$ cat src/rtl/swst_pkg.sv
// shared constants and types of the sliding window statistics block
package swst_pkg;

  localparam int SAMPLE_BITS    = 16;
  localparam int RING_DEPTH_DEF = 256;
  localparam int SUM_BITS       = 24;
  localparam int LEN_BITS       = 9;
  localparam int LAG_BITS       = 8;
  localparam int WLEN_BITS      = 8;
  localparam int CFG_ADDR_BITS  = 3;
  localparam int CFG_DATA_BITS  = 32;
  localparam int DIV_CNT_BITS   = $clog2(SUM_BITS);

  localparam logic [WLEN_BITS-1:0] WLEN_RESET = WLEN_BITS'(16);
  localparam logic                 EN_RESET   = 1'b1;

  localparam logic MODE_PUSH = 1'b0;
  localparam logic MODE_READ = 1'b1;

  // register index is the word address bit
  localparam logic CFG_IDX_WLEN = 1'b0;
  localparam logic CFG_IDX_EN   = 1'b1;

  typedef struct packed {
    logic                 start;
    logic [SUM_BITS-1:0]  dividend;
    logic [LEN_BITS-1:0]  divisor;
  } div_req_t;

  typedef struct packed {
    logic                 busy;
    logic [SUM_BITS-1:0]  quotient;
    logic [LEN_BITS-1:0]  remainder;
  } div_rsp_t;

endpackage

$ cat src/rtl/swst_ring.sv
// sample ring memory with registered read and a clearing pass after reset
module swst_ring #(
  parameter int RING_DEPTH = swst_pkg::RING_DEPTH_DEF
) (
  input  logic                                  clk,
  input  logic                                  rst_n,
  input  logic                                  rd_en,
  input  logic [$clog2(RING_DEPTH)-1:0]         rd_addr,
  input  logic                                  wr_en,
  input  logic [$clog2(RING_DEPTH)-1:0]         wr_addr,
  input  logic signed [swst_pkg::SAMPLE_BITS-1:0] wr_data,
  output logic signed [swst_pkg::SAMPLE_BITS-1:0] rd_data,
  output logic                                  clr_busy
);

  localparam int AW = $clog2(RING_DEPTH);
  localparam int SB = swst_pkg::SAMPLE_BITS;

  logic signed [SB-1:0] ring_mem [RING_DEPTH];
  logic signed [SB-1:0] rd_data_r;
  logic                 clr_busy_r;
  logic [AW-1:0]        clr_addr_r;
  logic                 we;
  logic [AW-1:0]        wa;
  logic signed [SB-1:0] wd;

  always_ff @(posedge clk) begin
    if (!rst_n) begin
      clr_busy_r <= 1'b1;
      clr_addr_r <= '0;
    end else if (clr_busy_r) begin
      clr_addr_r <= clr_addr_r + 1'b1;
      if (clr_addr_r == AW'(RING_DEPTH - 1)) begin
        clr_busy_r <= 1'b0;
      end
    end
  end

  // the clearing pass owns the write port until it is done
  always_comb begin
    we = wr_en;
    wa = wr_addr;
    wd = wr_data;
    if (clr_busy_r) begin
      we = rst_n;
      wa = clr_addr_r;
      wd = '0;
    end
  end

  always_ff @(posedge clk) begin
    if (we) begin
      ring_mem[wa] <= wd;
    end
    if (rd_en) begin
      rd_data_r <= ring_mem[rd_addr];
    end
  end

  assign rd_data  = rd_data_r;
  assign clr_busy = clr_busy_r;

endmodule

$ cat config.mk
export PLATFORM = sky130hd
export DESIGN_NAME = swst_ring
export DESIGN_NICKNAME = d
export VERILOG_FILES = /design/src/rtl/swst_pkg.sv /design/src/rtl/swst_ring.sv
export SDC_FILE = /design/constraint.sdc
export NUM_CORES = 2
export LEC_CHECK = 0
export ABC_CLOCK_PERIOD_IN_PS = 13660
export CORE_UTILIZATION = 55
export DETAILED_ROUTE_END_ITERATION = 6
export DONT_BUFFER_PORTS = 1
export PLACE_DENSITY = 0.81
export SLEW_MARGIN = 20
export SYNTH_ARGS = -nofsm -noshare
export SYNTH_HDL_FRONTEND = slang
export SYNTH_SLANG_ARGS = --single-unit
export TNS_END_PERCENT = 20
$ cat constraint.sdc
create_clock -name clk -period 13.66 [get_ports clk]
set_input_delay 2.732 -clock clk [delete_from_list [all_inputs] [get_ports clk]]
set_output_delay 2.732 -clock clk [all_outputs]
set_load 0.1 [all_outputs]
==> reports/results.ini <==
[clock_network]
numClockSinks=4121
cts.repair.resized=0
clkTransAtPathRegs_ns=0.07
cts.path.max_buffers=4
cts_buffers=389
clkLatencyLatePin_ns=0.92
cts_tree=done
cts-htree-levels=5
cts_hold_buf=0
postCtsSetupBuffers=0
cts-root-buf=clkbuf_16

[synth]
synth_xor_area_share_pct=0.0274
synth_area_leader_cell=edfxtp_1
synth_nets=7546
synth_fa_ha_area_share_pct=0.00783
muxShareOfSynthArea_pct=15.3
ys.flop_type=edfxtp_1
synth-compound-area-share_pct=3.45
synthCells=7509
synth-seq-cells=4121
post_synth_instance_area_sq_um=160000
yosysWarnings=0
synth_edf_count=4112
synthSimpleGateAreaFrac_pct=1.92
async_flop_share_pct=0
syn_area_per_cell_sq_um=21.3
yosysMostFrequentCell=edfxtp_1
seq_area_frac_synth_pct=77.4
ys_top_cells_by_count=4112 x edfxtp_1, 774 x mux4_2, 698 x mux2i_1
synth_top_family_by_area=multiplexers
synth_area_leaders=edfxtp_1 77%, mux4_2 11%, mux2i_1 4.4%
synthDistinctLibCells=54
synth_top_area_share_pct=77.3

[pwr]
combPwrFrac_pct=3.7
ir_drop_v=0.000120
clockPowerShare_pct=42.3
leakagePower_nw=57.7
p_sw_share_pct=20.8
p_int_mw=20.2
power_density_nw_per_um2=144
power_frac_seq_pct=54.0
p_sw_mw=5.29

[critical_path]
start_kind=primary input
crit_type=primary input to flip-flop
crit_start=rd_addr[0]
worstPathRequired_ns=14.37
critPathCaptureType=flip-flop
rr_startpoint=clr_busy
critPathArrivalTime_ns=7.99
crit_fanout=162

[status]
outcome=finished with violations
violations=DRC

[sta]
drv_slew=0
slew_headroom_pct=8.66
fin_crit_sh_pct=53.2
timing.fmax_ghz=0.137
rsz0062_at_grt=false
setup_viol=0
fin_skew_ns=0.0771
tightest_slew_ns=1.37
setup_tns_ns=0
finalCriticalPeriod_ns=7.27
hold_viol=0

[placed_design]
dpl.hpwl_microns=225000
port_buffers=0
placed_area_sq_um=165000
gp_congestion=0.897

[grt]
grt_pass1_vias=83800
antenna_found_initial=18
grt_pass1_wl_microns=601000
grt_max_degree=715
grt.total_usage_pct=28.7
globalRouteOverflowTotal=0

[floorplan]
core_area_sq_um=288000
die_w_microns=541
rows=197
initial_utilization_pct=55.4
dieArea_sq_um=293000
dieHeight_microns=541
io_pins=53

[hold_path]
min_path_type=flip-flop to flip-flop
hp-start=clr_addr_r[0]

[detailed_routing]
drtPass1Iterations=7
routed_wl_microns=425000
antenna_left=0
viasPerCell=7.02
drtIter0Drc=14000
wire_per_inst_microns=35.7
num_vias=83800
route.detailed.drc=1

[layout]
drive_gt1_share_pct=21.6
fin_area_sq_um=178000
area_growth_syn_to_layout_pct=11.2
nFillCells=18100
nets=7868

[flow_run]
drv_cap=0

logic make-up after synthesis:
logic type,after synthesis
flip-flops,4121
buffers and inverters,461
multiplexers,1473
adder cells (fa/ha/maj),1
AND/OR/NAND/NOR,666
XOR/XNOR,5
AO/OA/AOI/OAI,782
layout by cell type (no fill, tap or decap), drive strengths merged, types with 7 or more instances in the layout:
cell	count
a211oi	11
a21oi	153
a22o	16
a22oi	54
and2	7
buf	380
bufinv	41
clkbuf	458
clkinv	183
clkinvlp	13
dfxtp	9
edfxtp	4112
inv	24
mux2i	698
mux4	774
nand2	98
nand2b	12
nand3	38
nand4	15
nor2	278
nor2b	20
nor3	164
nor4	16
o21ai	46
o221ai	255
o22ai	206
o32ai	22
path summary, 6_finish.rpt:
check	endpoint	slack (ns)	cells past startpoint
min reg2reg	clr_addr_r[0]	0.56	2
min	clr_addr_r[0]	0.56	2
max	rd_data[11]	6.39	11
max reg2reg	ring_mem[9][12]	8.83	6
metrics by stage:
stage	setup WS, ns	std cells	utilization, %	power [mW]	hold slack, ns
2_1_floorplan	3.34	7509	-	14.7	0.503
3_3_place_gp	5.51	11200	57.1	14.9	0.525
3_5_place_dp	5.57	11200	57.1	14.9	0.559
4_1_cts	6.50	11900	61.5	25.5	0.572
5_1_grt	6.22	11900	61.6	26.0	0.585
6_report	6.39	11900	61.6	25.5	0.564
state kept, by name, indices dropped and copies added (netlist names):
name        cells
rd_data        16
clr_busy        1
clr_addr_r      8
ring_mem     4096
layout make-up:
| cell class | instances | area [sq um] | area share (%) |
|---|---|---|---|
| Multi-Input combinational cell | 2927 | 33300 | 18.7 |
| Inverter | 12 | 57.6 | 0.0324 |
| Antenna cell | 6 | 15.0 | 0.00846 |
| Sequential cell | 4121 | 124000 | 69.6 |
| Tap cell | 3781 | 4730 | 2.66 |
| Clock inverter | 249 | 2400 | 1.35 |
| Timing Repair Buffer | 380 | 3290 | 1.85 |
| Clock buffer | 458 | 10100 | 5.71 |
power by group through the flow:
stage	Clock [mW]	Combinational, mW	Sequential, mW
floorplan	0	0.693	14.0
global placement	0	0.846	14.0
detailed placement	0	0.868	14.0
CTS	10.8	0.888	13.8
global route	11.3	0.979	13.8
finish	10.8	0.953	13.8
critical path, cell delays in order:
cell	delay, ns
buf_16	0.48
buf_16	0.55
buf_16	0.72
buf_16	0.73
mux2i_1	0.18
o221ai_1	0.28
o32ai_1	0.15
a22o_1	0.32
a211oi_1	0.48
nand3_1	0.28
nor4_2	0.26
per-layer routing:
layer  wire length [microns]  global-route usage [%]  part of all wire, %  vias to the layer above
met1                  140000                    36.7                   33                    42800
met4                   26500                    16.4                  6.2                       14
met2                  203000                    45.2                   48                     7395
li1                        -                       -                    -                    32300
met5                     103                       0                0.024                        -
met3                   56500                    7.12                   13                     1298
Power figures use the tool's default switching activity.
