**src/rtl/swst_pkg.sv**
```systemverilog
// shared constants and types of the sliding window statistics block
package swst_pkg;

  localparam int SAMPLE_BITS    = 16;
  localparam int RING_DEPTH_DEF = 256;
  localparam int SUM_BITS       = 24;
  localparam int LEN_BITS       = 9;
  localparam int LAG_BITS       = 8;
  localparam int WLEN_BITS      = 8;
  localparam int CFG_ADDR_BITS  = 3;
  localparam int CFG_DATA_BITS  = 32;
  localparam int DIV_CNT_BITS   = $clog2(SUM_BITS);

  localparam logic [WLEN_BITS-1:0] WLEN_RESET = WLEN_BITS'(16);
  localparam logic                 EN_RESET   = 1'b1;

  localparam logic MODE_PUSH = 1'b0;
  localparam logic MODE_READ = 1'b1;

  // register index is the word address bit
  localparam logic CFG_IDX_WLEN = 1'b0;
  localparam logic CFG_IDX_EN   = 1'b1;

  typedef struct packed {
    logic                 start;
    logic [SUM_BITS-1:0]  dividend;
    logic [LEN_BITS-1:0]  divisor;
  } div_req_t;

  typedef struct packed {
    logic                 busy;
    logic [SUM_BITS-1:0]  quotient;
    logic [LEN_BITS-1:0]  remainder;
  } div_rsp_t;

endpackage

```
**src/rtl/swst_div.sv**
```systemverilog
// serial restoring divider, one quotient bit per cycle
module swst_div (
  input  logic               clk,
  input  logic               rst_n,
  input  swst_pkg::div_req_t req,
  output swst_pkg::div_rsp_t rsp
);

  localparam int DW = swst_pkg::SUM_BITS;
  localparam int RW = swst_pkg::LEN_BITS;

  logic                                busy_r;
  logic [swst_pkg::DIV_CNT_BITS-1:0]   cnt_r;
  logic [DW-1:0]                       quo_r;
  logic [RW-1:0]                       rem_r;
  logic [RW-1:0]                       dsr_r;
  logic [RW:0]                         trial;
  logic [RW:0]                         diff;
  logic                                ge;

  always_comb begin
    trial = {rem_r, quo_r[DW-1]};
    diff  = trial - {1'b0, dsr_r};
    ge    = (trial >= {1'b0, dsr_r});
  end

  always_ff @(posedge clk) begin
    if (!rst_n) begin
      busy_r <= 1'b0;
    end else if (req.start) begin
      busy_r <= 1'b1;
    end else if (busy_r && (cnt_r == swst_pkg::DIV_CNT_BITS'(DW - 1))) begin
      busy_r <= 1'b0;
    end
  end

  always_ff @(posedge clk) begin
    if (req.start) begin
      cnt_r <= '0;
      quo_r <= req.dividend;
      rem_r <= '0;
      dsr_r <= req.divisor;
    end else if (busy_r) begin
      cnt_r <= cnt_r + 1'b1;
      quo_r <= {quo_r[DW-2:0], ge};
      rem_r <= ge ? diff[RW-1:0] : trial[RW-1:0];
    end
  end

  assign rsp.busy      = busy_r;
  assign rsp.quotient  = quo_r;
  assign rsp.remainder = rem_r;

endmodule

```
**config.mk**
```make
export PLATFORM = sky130hd
export DESIGN_NAME = swst_div
export DESIGN_NICKNAME = d
export VERILOG_FILES = /design/src/rtl/swst_pkg.sv /design/src/rtl/swst_div.sv
export SDC_FILE = /design/constraint.sdc
export NUM_CORES = 1
export LEC_CHECK = 0
export ABC_CLOCK_PERIOD_IN_PS = 3400
export BUFFER_PORTS_ARGS = -buffer_cell sky130_fd_sc_hd__buf_4
export CORE_UTILIZATION = 51
export CTS_CLUSTER_SIZE = 8
export DETAILED_ROUTE_END_ITERATION = 10
export HOLD_SLACK_MARGIN = 0.06
export PLACE_DENSITY = 0.9
export SLEW_MARGIN = 10
export SYNTH_ARGS = -nofsm -noshare
export SYNTH_HDL_FRONTEND = slang
export SYNTH_SLANG_ARGS = --single-unit
```
**constraint.sdc**
```tcl
create_clock -name clk -period 3.4 [get_ports clk]
set_input_delay 0.34 -clock clk [delete_from_list [all_inputs] [get_ports clk]]
set_output_delay 0.34 -clock clk [all_outputs]
set_load 0.005 [all_outputs]
```
==> impl.org <==
** Setup path
- CP cell instances :: inv_1 -> ha_1 -> inv_1 -> fa_1 -> a211oi_2 -> o31ai_4 -> a211oi_4 -> buf_4 -> mux2i_1 -> a211oi_1
- The largest single stage delay on the critical path is 0.42 ns.
- By startpoint and endpoint, the worst setup path is classified as reg -> reg.
- Number of cells on the worst reg-to-reg path :: 10
- Kind of start point of the critical path :: register
- The largest individual stage delay along the critical path comes from the cell fa_1.
- Data required, critical path :: 3.58 ns
- In this run the worst path has a maximum fanout of 11.
- Endpoint type of the worst setup path :: register
- At the worst endpoint, the arrival time is 2.93 ns.
- The most numerous cell type found on the critical path is inv_1.

** Synth
- Mapped cell area :: 2390 sq um
- The synthesized design contains 33 enable-type register cells.
- Of the post-synthesis cell area, the dominant cell type holds 0.415.
- FF+latch count, synth :: 48
- Sorting the synthesized cells by area gives the leading types as edfxtp_1 42%, dfxtp_1 13%, mux2_2 11%.
- Counting distinct cell types in the post-synthesis netlist gives 42.
- Async set-or-reset flop fraction in the synthesized netlist :: 0
- Most used flip-flop cell after synthesis :: edfxtp_1
- Syn. warnings :: 0
- Counting every net in the synthesized netlist gives 234.
- Synthesis produced 187 cells.
- Area leader, netlist :: edfxtp_1
- Post-synthesis average cell area :: 12.8 sq um
- Fraction of the yosys area taken by sequential cells :: 0.541

** Routing
- After detailed routing, the average wire length per cell comes to 15.8 microns.
- The final route contains 1724 vias.
- The first detailed-routing pass took 4 iterations.
- DR DRC count :: 0
- Violation count after the first detailed-route iteration :: 117
- Once detail routing completed, the nets flagged for antenna violations numbered 0.
- Vias per cell :: 5.58
- The routed design has 4890 microns of wire.

** Global route
- Pin count of the biggest net entering global routing :: 49
- Initial antenna violation count :: 0
- Via count of the first global-routing pass :: 1799
- Wire length of the first global-routing pass :: 8180 microns
- Total congestion overflow after global routing :: 0
- GRT Overall Usage :: 0.213

** Place
- Detailed placement ended at an HPWL of 3540 microns.
- The count of buffers added on input and output ports is 69.
- Post-DP Area :: 2940 sq um
- The congestion estimate from routability-driven global placement came to 0.896.

** Clock network
- Library cell used as clock root buffer :: clkbuf_8
- After clock tree synthesis, the flow added hold-fix buffers numbering 0.
- Number of buffers inserted to repair setup after CTS :: 0
- Clock tree sinks :: 48
- In this run, post-CTS repair resized a total of 0 instances.
- The H-tree was split into 2 levels.
- Clock-pin slew on the worst setup and hold paths :: 0.09 ns
- CTS tree :: yes
- The longest clock path from root to sink contains 2 buffers.
- Worst skew pair latency :: 0.31 ns
- Number of clock buffers inserted by TritonCTS :: 5

** Floorplanning
- Die width :: 70.4 microns
- Area of the core :: 4410 sq um
- After floorplanning, the core was divided into 24 placement rows.
- Boundary pin count :: 70
- Full die area :: 4960 sq um
- Starting utilization of the core area :: 0.541
- Die height :: 70.4 microns

** Power and ir drop
- For this design the ratio of total power to cell area is 472 nW/um^2.
- Reported leakage power :: 1.34 nW
- Peak supply drop :: 0.000290 V

** Timing
- Achievable frequency :: 0.364 GHz
- Summed over all failing endpoints, the final setup total negative slack is 0 ns.
- Transition time of the tightest slew-check pin :: 0.901 ns
- Time the final worst path needs with I/O delays and setup :: 2.75 ns
- Clock skew on the completed layout was measured at 0.00756 ns.
- Post-route clock period utilization :: 0.808
- Setup violations remaining at the end of the flow were counted as 0.
- Setup repair after global routing missed its margin :: false
- Slew HR :: 0.399
- Number of pins with negative max-slew slack in the final report :: 0
- The final-report hold violation count is 0.

** Hold path
- The worst hold path belongs to the class in -> reg.
- Counting instances, the worst hold path has a depth of 1.

** Finish
- Diodes inserted :: 0
- Area of combinational cells with multiple inputs :: 996 sq um
- Final-stage net count :: 303
- Final design instance area without fill :: 3050 sq um
- The filler cells instantiated in the layout total 314.
- Of the cells placed in the final design, the portion with a size suffix greater than 1 is 0.428.
- Relative area change from synthesis to final layout :: 27.8%
- FF/Latch Area :: 1290 sq um

** Job
- Across the run, the number of max-cap violations was 0.

** Outcome
- The run finished with clean final reports.
==> worst paths after layout <==
kind | from | to | slack (ns)
max | quo_r[23]$_DFFE_PP_ | rem_r[1]$_SDFFE_PP0P_ | 0.65
min | req[1] | dsr_r[1]$_DFFE_PP_ | 0.20
min reg2reg | cnt_r[4]$_SDFFE_PP0P_ | cnt_r[4]$_SDFFE_PP0P_ | 0.53
max reg2reg | quo_r[23]$_DFFE_PP_ | rem_r[1]$_SDFFE_PP0P_ | 0.65
==> flip-flops by register name (all words and copies together), names as in the netlist <==
| signal | count |
|---|---|
| busy_r | 1 |
| cnt_r | 5 |
| dsr_r | 9 |
| quo_r | 24 |
| rem_r | 9 |
==> report_power, final <==
part	switching [mW]	total, mW	internal [mW]	leakage [nW]
Combinational	0.142	0.306	0.164	0.829
Sequential	0.0319	0.717	0.685	0.453
Clock	0.198	0.416	0.218	0.0558
Total	0.372	1.44	1.07	1.34
==> worst max-delay path, delay by kind of cell, from the launching register on <==
family / cells / cell delay, ns
flops: 1 / 0.41
buf+inv: 3 / 0.40
fa+ha+maj: 2 / 0.59
compound gates: 4 / 0.97
mux: 1 / 0.25
==> cell type report <==
| class | instances | share of cell area |
|---|---|---|
| Tap cell | 52 | 0.0213 |
| Multi-Input combinational cell | 116 | 0.327 |
| Inverter | 14 | 0.0172 |
| Clock buffer | 5 | 0.0226 |
| Clock inverter | 3 | 0.0140 |
| Timing Repair Buffer | 71 | 0.175 |
| Sequential cell | 48 | 0.423 |
==> through the flow <==
| stage | utilization | hold slack (ns) | setup slack, ns | power [mW] | cells |
|---|---|---|---|---|---|
| detailed placement | 0.666 | 0.515 | 0.707 | 1.03 | 301 |
| floorplan | - | 0.439 | 0.840 | 0.904 | 187 |
| global route | 0.691 | 0.189 | 0.475 | 1.50 | 309 |
| finish | 0.691 | 0.200 | 0.652 | 1.44 | 309 |
| global placement | 0.666 | 0.497 | 0.856 | 1.02 | 301 |
| CTS | 0.691 | 0.200 | 0.650 | 1.45 | 309 |
==> cells in the mapped netlist (3+ instances only) <==
cell,count
clkbuf_1,3
a21oi_1,4
buf_1,3
o31ai_1,4
nor2b_1,3
dfxtp_1,15
edfxtp_1,33
inv_1,14
nand4_1,3
xnor2_1,5
ha_1,10
nand2_1,4
nor3b_1,3
mux2i_1,4
xor2_1,5
a31oi_1,3
nor2_1,13
mux2_2,24
a211o_1,3
==> cell families (layout without fill, tap and decap cells) <==
| family | Yosys count | in the layout | synth area share |
|---|---|---|---|
| flops | 48 | 48 | 0.541 |
| buf+inv | 23 | 93 | 0.0414 |
| simple gates | 36 | 36 | 0.0776 |
| xor+xnor | 10 | 10 | 0.0367 |
| fa+ha+maj | 11 | 11 | 0.0608 |
| compound gates | 31 | 31 | 0.112 |
| mux | 28 | 28 | 0.130 |
==> routing by layer <==
layer | up-vias | GRT usage | wire length (microns)
li1 | 833 | - | -
met1 | 827 | 0.245 | 2000
met2 | 57 | 0.369 | 2530
met3 | 7 | 0.0664 | 299
met4 | 0 | 0.0822 | 59
met5 | - | 0 | 0
==> cells in the final DEF, fill, tap and decap left out, drive strengths merged, types with 4 or more instances in the layout <==
master,netlist,layout
inv,14,14
xnor2,5,5
buf,6,71
a211oi,5,5
ha,10,10
nand2,4,4
mux2i,4,4
o31ai,5,5
mux2,24,24
dfxtp,15,15
a21oi,4,4
nor2,13,13
xor2,5,5
clkbuf,3,5
edfxtp,33,33
(Power assumes the default switching activity.)
